==> src/rtl/core/dpq_pkg.sv <==
package dpq_pkg;

	// queue geometry
	localparam int QUEUE_DEPTH = 16;
	localparam int CNT_W       = $clog2(QUEUE_DEPTH + 1);

	// request codes
	localparam logic OP_ENQUEUE = 1'b0;
	localparam logic OP_DEQUEUE = 1'b1;

	// response status codes
	localparam logic [2:0] ST_INSERTED  = 3'd0;
	localparam logic [2:0] ST_DUPLICATE = 3'd1;
	localparam logic [2:0] ST_FULL      = 3'd2;
	localparam logic [2:0] ST_DEQUEUED  = 3'd3;
	localparam logic [2:0] ST_EMPTY     = 3'd4;

	typedef struct packed {
		logic        opcode;
		logic [15:0] proc_id;
		logic [31:0] name_tag;
		logic [7:0]  priority_req;
	} req_t;

	typedef struct packed {
		logic [2:0]  status;
		logic [15:0] out_id;
		logic [31:0] out_name;
		logic [7:0]  out_priority;
		logic [4:0]  occupancy;
	} rsp_t;

	// one queued entry
	typedef struct packed {
		logic [15:0] id;
		logic [31:0] name;
		logic [7:0]  prio;
	} entry_t;

	// command broadcast to every cell
	typedef struct packed {
		logic   ins;
		logic   deq;
		entry_t ent;
	} cell_ctrl_t;

endpackage

==> src/rtl/core/dpq_cell.sv <==
module dpq_cell import dpq_pkg::*; (
	input  logic       clk,
	input  logic       arst_n,
	input  cell_ctrl_t ctrl,
	input  logic       left_valid,
	input  logic       left_behind,
	input  entry_t     left_ent,
	input  logic       right_valid,
	input  entry_t     right_ent,
	output logic       cell_valid,
	output entry_t     cell_ent,
	output logic       behind,
	output logic       match
);

	logic   valid_q;
	entry_t ent_q;

	// new entry lands at or ahead of this cell when this slot is free or holds a larger value
	assign behind     = !valid_q || (ent_q.prio > ctrl.ent.prio);
	assign match      = valid_q && (ent_q.id == ctrl.ent.id);
	assign cell_valid = valid_q;
	assign cell_ent   = ent_q;

	// occupancy bit: grow from the left on insert, shrink from the right on dequeue
	always_ff @(posedge clk or negedge arst_n) begin
		if (!arst_n) begin
			valid_q <= 1'b0;
		end else if (ctrl.ins) begin
			valid_q <= valid_q || left_valid;
		end else if (ctrl.deq) begin
			valid_q <= right_valid;
		end
	end

	// payload: hold, take the left neighbor, take the new entry, or take the right neighbor
	always_ff @(posedge clk) begin
		if (ctrl.ins) begin
			if (behind) begin
				ent_q <= left_behind ? left_ent : ctrl.ent;
			end
		end else if (ctrl.deq) begin
			ent_q <= right_ent;
		end
	end

endmodule

==> src/rtl/core/dedup_priority_queue_core.sv <==
// Deduplicating priority queue of process entries (id, name tag, priority).
// Request channel req_valid/req_ready/req carries an enqueue or a dequeue.
// Response channel rsp_valid/rsp_ready/rsp returns exactly one status word
// per request, in request order.
// Entries live in a row of cells sorted by ascending priority, head in cell 0.
// Every cell compares its entry with the request in the same cycle and
// shifts toward its neighbor.
// Latency: the response is valid the cycle after the request transfer.
// Throughput: one request per cycle while the response side keeps up; the
// single response register is the only buffer.
// A stalled response (rsp_valid high, rsp_ready low) holds req_ready low
// until the response transfers.
// Reset empties the queue and drops any pending response.
module dedup_priority_queue_core import dpq_pkg::*; (
	input  logic clk,
	input  logic arst_n,
	input  logic req_valid,
	output logic req_ready,
	input  req_t req,
	output logic rsp_valid,
	input  logic rsp_ready,
	output rsp_t rsp
);

	logic [QUEUE_DEPTH-1:0] valid_v;
	logic [QUEUE_DEPTH-1:0] behind_v;
	logic [QUEUE_DEPTH-1:0] match_v;
	entry_t                 ent_v [QUEUE_DEPTH];
	logic [CNT_W-1:0]       count_q;
	logic                   rsp_valid_q;
	rsp_t                   rsp_q;
	logic                   fire;
	logic                   dup;
	logic                   full;
	logic                   empty;
	cell_ctrl_t             ctrl;
	rsp_t                   rsp_next;
	logic [CNT_W-1:0]       count_next;

	assign req_ready = !rsp_valid_q || rsp_ready;
	assign fire      = req_valid && req_ready;
	assign dup       = |match_v;
	assign full      = (count_q == CNT_W'(QUEUE_DEPTH));
	assign empty     = (count_q == '0);

	// broadcast command to the cell row
	always_comb begin
		ctrl.ent.id   = req.proc_id;
		ctrl.ent.name = req.name_tag;
		ctrl.ent.prio = req.priority_req;
		ctrl.ins      = fire && (req.opcode == OP_ENQUEUE) && !dup && !full;
		ctrl.deq      = fire && (req.opcode == OP_DEQUEUE) && !empty;
	end

	// cell row
	for (genvar k = 0; k < QUEUE_DEPTH; k++) begin : g_cell
		logic   lv, lb, rv;
		entry_t le, re;
		if (k == 0) begin : g_head
			assign lv = 1'b1;
			assign lb = 1'b0;
			assign le = '0;
		end else begin : g_mid
			assign lv = valid_v[k-1];
			assign lb = behind_v[k-1];
			assign le = ent_v[k-1];
		end
		if (k == QUEUE_DEPTH - 1) begin : g_tail
			assign rv = 1'b0;
			assign re = '0;
		end else begin : g_body
			assign rv = valid_v[k+1];
			assign re = ent_v[k+1];
		end
		dpq_cell u_cell (
			.clk         (clk),
			.arst_n      (arst_n),
			.ctrl        (ctrl),
			.left_valid  (lv),
			.left_behind (lb),
			.left_ent    (le),
			.right_valid (rv),
			.right_ent   (re),
			.cell_valid  (valid_v[k]),
			.cell_ent    (ent_v[k]),
			.behind      (behind_v[k]),
			.match       (match_v[k])
		);
	end

	// next count and response word
	always_comb begin
		count_next = count_q;
		if (ctrl.ins) begin
			count_next = count_q + CNT_W'(1);
		end else if (ctrl.deq) begin
			count_next = count_q - CNT_W'(1);
		end
		rsp_next = '0;
		if (req.opcode == OP_DEQUEUE) begin
			if (empty) begin
				rsp_next.status = ST_EMPTY;
			end else begin
				rsp_next.status       = ST_DEQUEUED;
				rsp_next.out_id       = ent_v[0].id;
				rsp_next.out_name     = ent_v[0].name;
				rsp_next.out_priority = ent_v[0].prio;
			end
		end else if (dup) begin
			rsp_next.status = ST_DUPLICATE;
		end else if (full) begin
			rsp_next.status = ST_FULL;
		end else begin
			rsp_next.status = ST_INSERTED;
		end
		rsp_next.occupancy = 5'(count_next);
	end

	// count and response valid
	always_ff @(posedge clk or negedge arst_n) begin
		if (!arst_n) begin
			count_q     <= '0;
			rsp_valid_q <= 1'b0;
		end else begin
			if (fire) begin
				count_q <= count_next;
			end
			rsp_valid_q <= fire || (rsp_valid_q && !rsp_ready);
		end
	end

	// load response payload on transfer
	always_ff @(posedge clk) begin
		if (fire) begin
			rsp_q <= rsp_next;
		end
	end

	assign rsp_valid = rsp_valid_q;
	assign rsp       = rsp_q;

endmodule

==> config.mk <==
export PLATFORM = sky130hd
export DESIGN_NAME = dedup_priority_queue_core
export DESIGN_NICKNAME = d
export VERILOG_FILES = /design/src/rtl/core/dpq_pkg.sv /design/src/rtl/core/dpq_cell.sv /design/src/rtl/core/dedup_priority_queue_core.sv
export SDC_FILE = /design/constraint.sdc
export NUM_CORES = 2
export LEC_CHECK = 0
export BUFFER_PORTS_ARGS = -buffer_cell sky130_fd_sc_hd__buf_2
export CAP_MARGIN = 20
export CORE_MARGIN = 3
export CORE_UTILIZATION = 55
export CTS_CLUSTER_SIZE = 20
export DETAILED_ROUTE_END_ITERATION = 10
export GPL_TIMING_DRIVEN = 0
export MAX_ROUTING_LAYER = met4
export PLACE_DENSITY = 0.68
export SYNTH_ARGS = -nofsm -noshare
export SYNTH_HDL_FRONTEND = slang
export SYNTH_HIERARCHICAL = 1
export SYNTH_SLANG_ARGS = --single-unit
==> constraint.sdc <==
create_clock -name clk -period 7.2 [get_ports clk]
set_clock_uncertainty 0.2 [all_clocks]
set_input_delay 0.72 -clock clk [delete_from_list [all_inputs] [get_ports clk]]
set_output_delay 0.72 -clock clk [all_outputs]
set_load 0.01 [all_outputs]
==> results.toml <==
[cells_and_area]
fin_nets = 5588
final_util_pct = 62.2
layout_commonest_cell = "edfxtp_1"
layout_common_cells = "edfxtp_1, a21oi_1, nor2_1"
drive_above_1_share_pct = 8.14
syn_to_final_growth_pct = 11.6
final_area_um2 = 61600
stdcell_count = 6768

[logic_synthesis]
syn_area_um2 = 55200
syn_inst = 5032
yosys_warnings = 6
syn_avg_cell_area_um2 = 11.0

[global_route]
grt_pass1_vias = 36900
grt_max_degree = 52
grtUsageTotal_pct = 25.3
grt_overflow = 0
antenna_found_initial = 4
grt_pass1_wl_um = 201000

[clock_tree]
htreeDepth = 3
clk_latency_ns = 0.69
clock-root-buffer = "clkbuf_16"
clkTransAtPathRegs_ns = 0.06
post_cts_buffers = 0
cts_made_buffers = 103
clockBufferDepth = 3
cts_tree = "done"
cts_resized = 0
cts_sinks = 982

[worst_setup_path]
r2r-start = "g_cell[10].u_cell/cell_ent[40]"
arrival_ns = 5.85
cp.buffers_inverters = 5
path_cells = "buf_2 > xor2_1 > nor4_1 > nand4_1 > nor4_2 > nor3_1 > nand2_1 > a2111oi_4 > buf_6 > buf_2 > buf_2 > nor2_1 > a31oi_4 > buf_12"
slowest_stage = "nor3_1"
cp_max_fo = 32
cp.required_ns = 7.38
crit_top_cell = "buf_2"
worstSetupStartpoint = "req[40]"
crit_path_start_kind = "input pin"
worstSetupPathType = "input pin to flop"
slowest_delay_ns = 0.83
end_kind = "flop"
critPathTopFamily = "buffers and inverters"

[place]
dp_hpwl_um = 104000
dpl-instance-area_um2 = 58400
place_inst = 6577
finalWeightedCongestion = 0.902
io_buffer_count = 126

[die]
die_h_um = 323
coreArea_um2 = 99000
die_area_um2 = 104000
start_util_pct = 55.7
die_w_um = 323
num_rows = 115
ios = 127

[power_and_ir_drop]
power.density_nw_per_um2 = 280
irDropWorstVdd_mv = 0.199
leakagePower_nw = 25.7
p_clk_share_pct = 28.6
p_int_mw = 12.0
p_switching_mw = 5.23
p_sw_share_pct = 30.4
pwr-share-comb_pct = 25.8
seq_power_share_pct = 45.6

[timing]
rsz0062_at_grt = "no"
tns_ns = 0
min_period_over_period_pct = 78.8
hold_viol_final = 0
maxSlewHeadroom_pct = 31.5
max_freq_mhz = 176
layout_min_cycle_time_ns = 5.67
final-max-slew-violation-count = 0
tightest_slew_ns = 1.02
setup_viol = 0

[drt]
avgRoutedWirePerCell_um = 18.9
antenna_left = 0
dr_total_vias = 37000
drt-pass1-iter-count = 6
drc = 0
drt_iter0_markers = 2627
wirelength_um = 128000
avgViaCountPerCell = 5.47

[status]
outcome = "complete, no violations"

[hold_path]
hold_path_class = "input pin to flop"
min_from = "req_valid"

[run]
cap_viol_max_count = 0
-- sequential cells by signal, indices dropped and copies added, names as in the netlist --
register                  count
g_cell.u_cell/cell_ent      896
rsp                          64
g_cell.u_cell/cell_valid     16
count_q                       5
rsp_valid                     1
-- layout make-up --
class / instances / area [µm²]
buffer: 311 / 1530
inverter: 151 / 567
tap: 1287 / 1610
multi-input combinational: 3702 / 24400
clock inverter: 41 / 295
fill: 8261 / 37400
antenna: 4 / 10.0
timing repair buffer: 146 / 1000
sequential: 982 / 29400
clock buffer: 144 / 2800
-- power by group through the flow --
stage	sequential [mW]	clock (mW)	combinational, mW
2_1_floorplan	7.80	0	3.43
3_3_place_gp	8.00	0	4.24
3_5_place_dp	7.96	0	4.44
4_1_cts	7.84	5.03	4.46
5_1_grt	7.94	5.26	4.92
6_report	7.85	4.93	4.44
-- routing by layer --
layer,track usage [%],share of wire (%),vias to the layer above
met3,2.73,5.1,203
met2,39.7,45,989
met4,9.41,3.6,0
met1,34.2,46,17000
met5,-,0,-
li1,-,-,18800
-- worst paths after layout --
check	cells past startpoint	end	slack, ns
max in group asynchronous	2	g_cell[12].u_cell/cell_valid	5.94
min	2	rsp_valid	0.08
max reg2reg	13	g_cell[15].u_cell/cell_ent[29]	1.82
min reg2reg	2	g_cell[14].u_cell/cell_ent[27]	0.37
min in group asynchronous	2	rsp_valid	0.41
max	14	g_cell[15].u_cell/cell_ent[29]	1.53
-- metrics by stage --
stage / worst slack (ns) / total power, mW / hold WS [ns]
2_1_floorplan: 0.905 / 11.2 / 0.224
3_5_place_dp: 0.864 / 12.4 / 0.353
4_1_cts: 1.60 / 17.3 / 0.0327
6_report: 1.53 / 17.2 / 0.0793
5_1_grt: 1.25 / 18.1 / 0.0518
3_3_place_gp: -2.63 / 12.2 / 0.330
-- what timing repair did --
item	CTS	global route
hold endpoints to repair	22	0
setup endpoints to repair	0	0
hold buffers	1	0
Power figures use the tool's default switching activity.
